**config.mk**
```make
export PLATFORM = sky130hd
export DESIGN_NAME = vrp_screen
export DESIGN_NICKNAME = d
export VERILOG_FILES = /design/src/hw/rtl/vrp_pkg.sv /design/src/hw/rtl/vrp_screen.sv
export SDC_FILE = /design/constraint.sdc
export NUM_CORES = 2
export LEC_CHECK = 0
export BUFFER_PORTS_ARGS = -buffer_cell sky130_fd_sc_hd__buf_4
export CAP_MARGIN = 20
export CORE_MARGIN = 2
export CORE_UTILIZATION = 43
export CTS_BUF_LIST = sky130_fd_sc_hd__clkbuf_8
export CTS_CLUSTER_DIAMETER = 30
export DETAILED_ROUTE_END_ITERATION = 10
export PLACE_DENSITY = 0.64
export REMOVE_ABC_BUFFERS = 1
export SLEW_MARGIN = 20
export SYNTH_ARGS = -nofsm -noshare
export SYNTH_HDL_FRONTEND = slang
export SYNTH_SLANG_ARGS = --single-unit
```
**constraint.sdc**
```tcl
create_clock -name clk -period 21.4 [get_ports clk]
set_input_delay 4.28 -clock clk [delete_from_list [all_inputs] [get_ports clk]]
set_output_delay 4.28 -clock clk [all_outputs]
set_load 0.03 [all_outputs]
```
**src/hw/rtl/vrp_pkg.sv**
```systemverilog
// Shared types, constants and helpers for the vertex rotate/project pipeline.
package vrp_pkg;

  localparam int FRAC_BITS_DEF = 16;
  localparam int ANGLE_BITS    = 14;
  localparam int SCALE_BITS    = 12;
  localparam int SIZE_W        = 13;
  localparam int CFG_IDX_W     = 3;
  localparam int CFG_DATA_W    = 16;

  // Register indexes of the configuration port
  typedef enum logic [CFG_IDX_W-1:0] {
    CFG_COS_Z  = 3'd0,
    CFG_SIN_Z  = 3'd1,
    CFG_COS_X  = 3'd2,
    CFG_SIN_X  = 3'd3,
    CFG_SCL_X  = 3'd4,
    CFG_SCL_Y  = 3'd5,
    CFG_SCR_W  = 3'd6,
    CFG_SCR_H  = 3'd7
  } cfg_idx_t;

  localparam logic [15:0]       RST_COS_Z = 16'd16384;
  localparam logic [15:0]       RST_SIN_Z = 16'd0;
  localparam logic [15:0]       RST_COS_X = 16'd16384;
  localparam logic [15:0]       RST_SIN_X = 16'd0;
  localparam logic [15:0]       RST_SCL_X = 16'd4730;
  localparam logic [15:0]       RST_SCL_Y = 16'd7094;
  localparam logic [SIZE_W-1:0] RST_SCR_W = 13'd720;
  localparam logic [SIZE_W-1:0] RST_SCR_H = 13'd480;

  // Operands handed from the transform front end to the divider
  typedef struct packed {
    logic [31:0] mag_x;
    logic [31:0] mag_y;
    logic [31:0] dmag;
    logic        neg_x;
    logic        neg_y;
    logic [31:0] raw_x;
    logic [31:0] raw_y;
    logic        flat;
  } div_in_t;

  // Side data that travels along the divider stages
  typedef struct packed {
    logic [31:0] dmag;
    logic        neg_x;
    logic        neg_y;
    logic [31:0] raw_x;
    logic [31:0] raw_y;
    logic        flat;
  } div_meta_t;

  // Divider results handed to the screen mapping
  typedef struct packed {
    logic [31:0] q_x;
    logic [31:0] q_y;
    logic        neg_x;
    logic        neg_y;
    logic [31:0] raw_x;
    logic [31:0] raw_y;
    logic        flat;
  } div_out_t;

  // One restoring divide step: returns {quotient bit, new remainder}
  function automatic logic [32:0] div_step(input logic [31:0] rem, input logic nbit,
                                           input logic [31:0] d);
    logic [32:0] cand;
    logic [32:0] diff;
    cand = {rem, nbit};
    diff = cand - {1'b0, d};
    if (cand >= {1'b0, d}) begin
      div_step = {1'b1, diff[31:0]};
    end else begin
      div_step = {1'b0, cand[31:0]};
    end
  endfunction

endpackage

```
**src/hw/rtl/vrp_screen.sv**
```systemverilog
// Quotient sign fix-up and mapping to screen pixels, ending in the output register.
module vrp_screen #(
  parameter int FRAC_BITS = vrp_pkg::FRAC_BITS_DEF
) (
  input  logic                       clk,
  input  logic                       rst_n,
  input  logic                       en,
  input  logic                       in_valid,
  input  vrp_pkg::div_out_t          in_data,
  input  logic [vrp_pkg::SIZE_W-1:0] scr_w,
  input  logic [vrp_pkg::SIZE_W-1:0] scr_h,
  output logic                       out_valid,
  output logic [31:0]                screen_x,
  output logic [31:0]                screen_y,
  output logic                       depth_zero
);
  import vrp_pkg::*;

  localparam int          NSTG   = 4;
  localparam logic [31:0] FX_ONE = 32'(1) << FRAC_BITS;

  logic [NSTG-1:0]             vld_r;
  logic [31:0]                 vx_r, vy_r, tx_r, ty_r;
  logic signed [SIZE_W+32:0]   px_r, py_r;
  logic [31:0]                 sx_r, sy_r;
  logic [NSTG-1:0]             flat_r;
  logic signed [SIZE_W+32:0]   rx, ry;

  assign rx = px_r + 1;
  assign ry = py_r + 1;

  // advance valid bits
  always_ff @(posedge clk) begin
    if (!rst_n) begin
      vld_r <= '0;
    end else if (en) begin
      vld_r <= {vld_r[NSTG-2:0], in_valid};
    end
  end

  // select, offset, scale by size, halve with rounding
  always_ff @(posedge clk) begin
    if (en) begin
      vx_r   <= in_data.flat ? in_data.raw_x :
                (in_data.neg_x ? (32'd0 - in_data.q_x) : in_data.q_x);
      vy_r   <= in_data.flat ? in_data.raw_y :
                (in_data.neg_y ? (32'd0 - in_data.q_y) : in_data.q_y);
      tx_r   <= vx_r + FX_ONE;
      ty_r   <= vy_r + FX_ONE;
      px_r   <= $signed(tx_r) * $signed({1'b0, scr_w});
      py_r   <= $signed(ty_r) * $signed({1'b0, scr_h});
      sx_r   <= rx[32:1];
      sy_r   <= ry[32:1];
      flat_r <= {flat_r[NSTG-2:0], in_data.flat};
    end
  end

  assign out_valid  = vld_r[NSTG-1];
  assign screen_x   = sx_r;
  assign screen_y   = sy_r;
  assign depth_zero = flat_r[NSTG-1];

endmodule
```
==> results.py <==
metrics = {
    "routing": {
        "routed-wl-met3_um": 5590,
        "total_wirelength_um": 76300,
        "post_route_drc_violation_count": 0,
        "dr.pass1.iters": 5,
        "drt-met1-wl_um": 35000,
        "drt.antenna.violating_nets": 0,
        "topRoutingLayerUsed": "met4",
        "routedWlPerCell_um": 16.9,
        "detail_route.vias_per_cell": 4.97,
        "drt-initial-drc-count": 1239,
        "met2_length_um": 34600,
        "routed-via-count": 22400,
    },
    "cells_and_area": {
        "finish.net_count": 4331,
        "design_area_um2": 36400,
        "fill_cells": 7047,
        "area_delta_synth_final_pct": 11.3,
        "layout-drive-gt1-share_pct": 9.87,
    },
    "job": {
        "maxCapViolations": 0,
    },
    "yosys": {
        "synth_async_sr_flop_share_pct": 0,
        "synthMostInstantiatedCell": "inv_1",
        "synth.avg_cell_area_um2": 9.83,
        "syn_area_um2": 32700,
        "yosysSeqAreaShare_pct": 24.3,
        "syn_inst": 3328,
        "netlist_top_cells_count": "606 x inv_1, 548 x nand2_1, 530 x fa_1",
        "synthesis.yosys.warnings": 0,
        "post_synth_main_area_contributors": "fa_1 32%, edfxtp_1 24%, inv_1 7.0%",
        "yosysTopAreaCellShare_pct": 32.4,
        "synth_cell_type_count": 67,
        "synthFlopType": "edfxtp_1",
        "synth_edf_count": 262,
        "synth.ff_latch_count": 266,
        "synthDominantAreaCellType": "fa_1",
    },
    "place": {
        "gp_routability_congestion": 0.880,
        "place.port_buffers": 226,
        "dpl_cell_area_um2": 35100,
        "hpwlAfterDp_um": 57500,
    },
    "floorplan": {
        "die_width_um": 280,
        "io-pin-count": 227,
        "design.die.area_um2": 78300,
        "die_height_um": 280,
        "placement_rows": 101,
        "initial_utilization_pct": 43.3,
        "core_region_area_um2": 75600,
    },
    "clocking": {
        "postCtsSetupRepairBufs": 0,
        "latest_clock_arrival_within_the_worst_skew_pair_ns": 0.63,
        "tritoncts": "done",
        "clkSlewWorstSetupHoldPaths_ns": 0.05,
        "cts.sink_count": 266,
        "clock_tree.buffer_depth": 3,
        "h_tree_levels": 3,
        "cts_hold_bufs": 0,
        "clock-root-buffer": "clkbuf_8",
        "post_cts_resized": 0,
        "cts_inserted_buffers": 66,
    },
    "worst_hold_path": {
        "hold_path_depth": 0,
        "holdCritPathClass": "flop to flop",
    },
    "worst_setup_path": {
        "required_ns": 21.72,
        "crit_path_end_kind": "flop",
        "ff2ff_setup_slack_ns": 14.75,
        "critical_path_peak_fanout": 28,
        "timing.setup.critical_path_class": "input port to flop",
        "worst_setup_path_start_kind": "input port",
        "cp_data_arrival_time_ns": 10.07,
        "r2r_cells": 20,
    },
    "timing": {
        "final.setup_skew_ns": 0.0316,
        "grt_setup_unrepaired": "false",
        "slew_headroom_pct": 37.7,
        "finalSetupViolCount": 0,
        "final-hold-violation-count": 0,
        "worst_pin_slew_ns": 0.934,
        "min_period_over_period_pct": 45.5,
        "post-route-min-period_ns": 9.75,
        "highest_achievable_clock_rate_ghz": 0.103,
        "setup-tns-final_ns": 0,
        "worst_hold_slack_ns": 0.410,
        "timing.final.max_slew_violations": 0,
    },
    "global_routing": {
        "grt_first_pass_wirelength_um": 125000,
        "grt_antenna_before_repair": 2,
        "grt_overflow": 0,
        "gr-usage-all-layers_pct": 20.1,
        "vias_in_the_first_global_route": 23300,
        "grt_max_degree": 122,
    },
    "status": {
        "status": "finished, final reports clean",
    },
}
-- layer usage --
metal  global-route usage, %  vias up
met5                       0        -
met3                    3.88       85
met2                    31.6      688
li1                        -    10600
met1                    29.0    11000
met4                    4.37        0
-- sequential cells by signal, indices dropped and copies added (netlist names) --
name	count
flat_r	4
screen_y	32
vx_r	32
vld_r	4
py_r	33
vy_r	32
px_r	33
tx_r	32
screen_x	32
ty_r	32
-- kinds of logic after synthesis --
group | count (synthesis) | synth area share (%)
simple gates | 1080 | 16.0
buf+inv | 756 | 8.67
fa+ha+maj | 694 | 38.7
compound gates | 273 | 5.32
flops | 266 | 24.3
xor+xnor | 248 | 6.64
mux | 11 | 0.356
-- placed cells by master (no fill, tap or decap), types with 25 or more instances in the layout --
master | synthesis | layout
ha_1 | 164 | 164
xnor2_1 | 158 | 158
buf_4 | 0 | 228
nand2_1 | 548 | 548
inv_1 | 606 | 618
xor2_1 | 90 | 90
a21oi_1 | 54 | 54
nand4_1 | 30 | 30
nor2_1 | 58 | 58
clkbuf_8 | 0 | 68
nand3_1 | 43 | 43
fa_1 | 530 | 530
o21ai_0 | 60 | 60
edfxtp_1 | 262 | 262
and3_1 | 25 | 25
o21ai_1 | 41 | 41
and2_1 | 307 | 307
-- critical path, cell delays in order --
cell      delay, ns
buf_4          0.32
nand2_1        0.14
fa_1           0.52
fa_1           0.51
inv_1          0.05
fa_1           0.55
fa_1           0.43
fa_1           0.51
inv_1          0.06
fa_1           0.47
inv_1          0.04
ha_1           0.42
nand3_1        0.14
o211ai_1       0.29
o21ba_2        0.22
o311a_1        0.32
a211o_1        0.33
o221ai_1       0.20
a21oi_1        0.10
xnor2_1        0.14
-- area by class of cell --
class,count,area [um2],area share [%]
inverters,606,2270,6.25
diodes,2,5.00,0.0137
multi-input cells,2306,21900,60.2
clock buffers,68,936,2.57
flip-flops and latches,266,7950,21.8
well taps,978,1220,3.36
repair buffers,230,1730,4.76
clock inverters,50,369,1.01
-- path summary, 6_finish.rpt --
path / startpoint / to
worst max-delay path: scr_w[5] / px_r[32]
worst min-delay path: vx_r[8] / tx_r[8]
worst max register to register: tx_r[15] / px_r[32]
worst min register to register: vx_r[8] / tx_r[8]
-- per-stage QoR --
step           util, %  std cells  setup slack, ns
4_1_cts           48.2       4503            11.76
5_1_grt           48.2       4506            11.41
3_5_place_dp      46.5       4385            11.08
6_report          48.2       4506            11.66
3_3_place_gp      46.5       4385            11.17
2_1_floorplan        -       3178            11.76
Power is not shown: default switching activity piles up to over one toggle a cycle in this logic, so the estimate is an artifact.
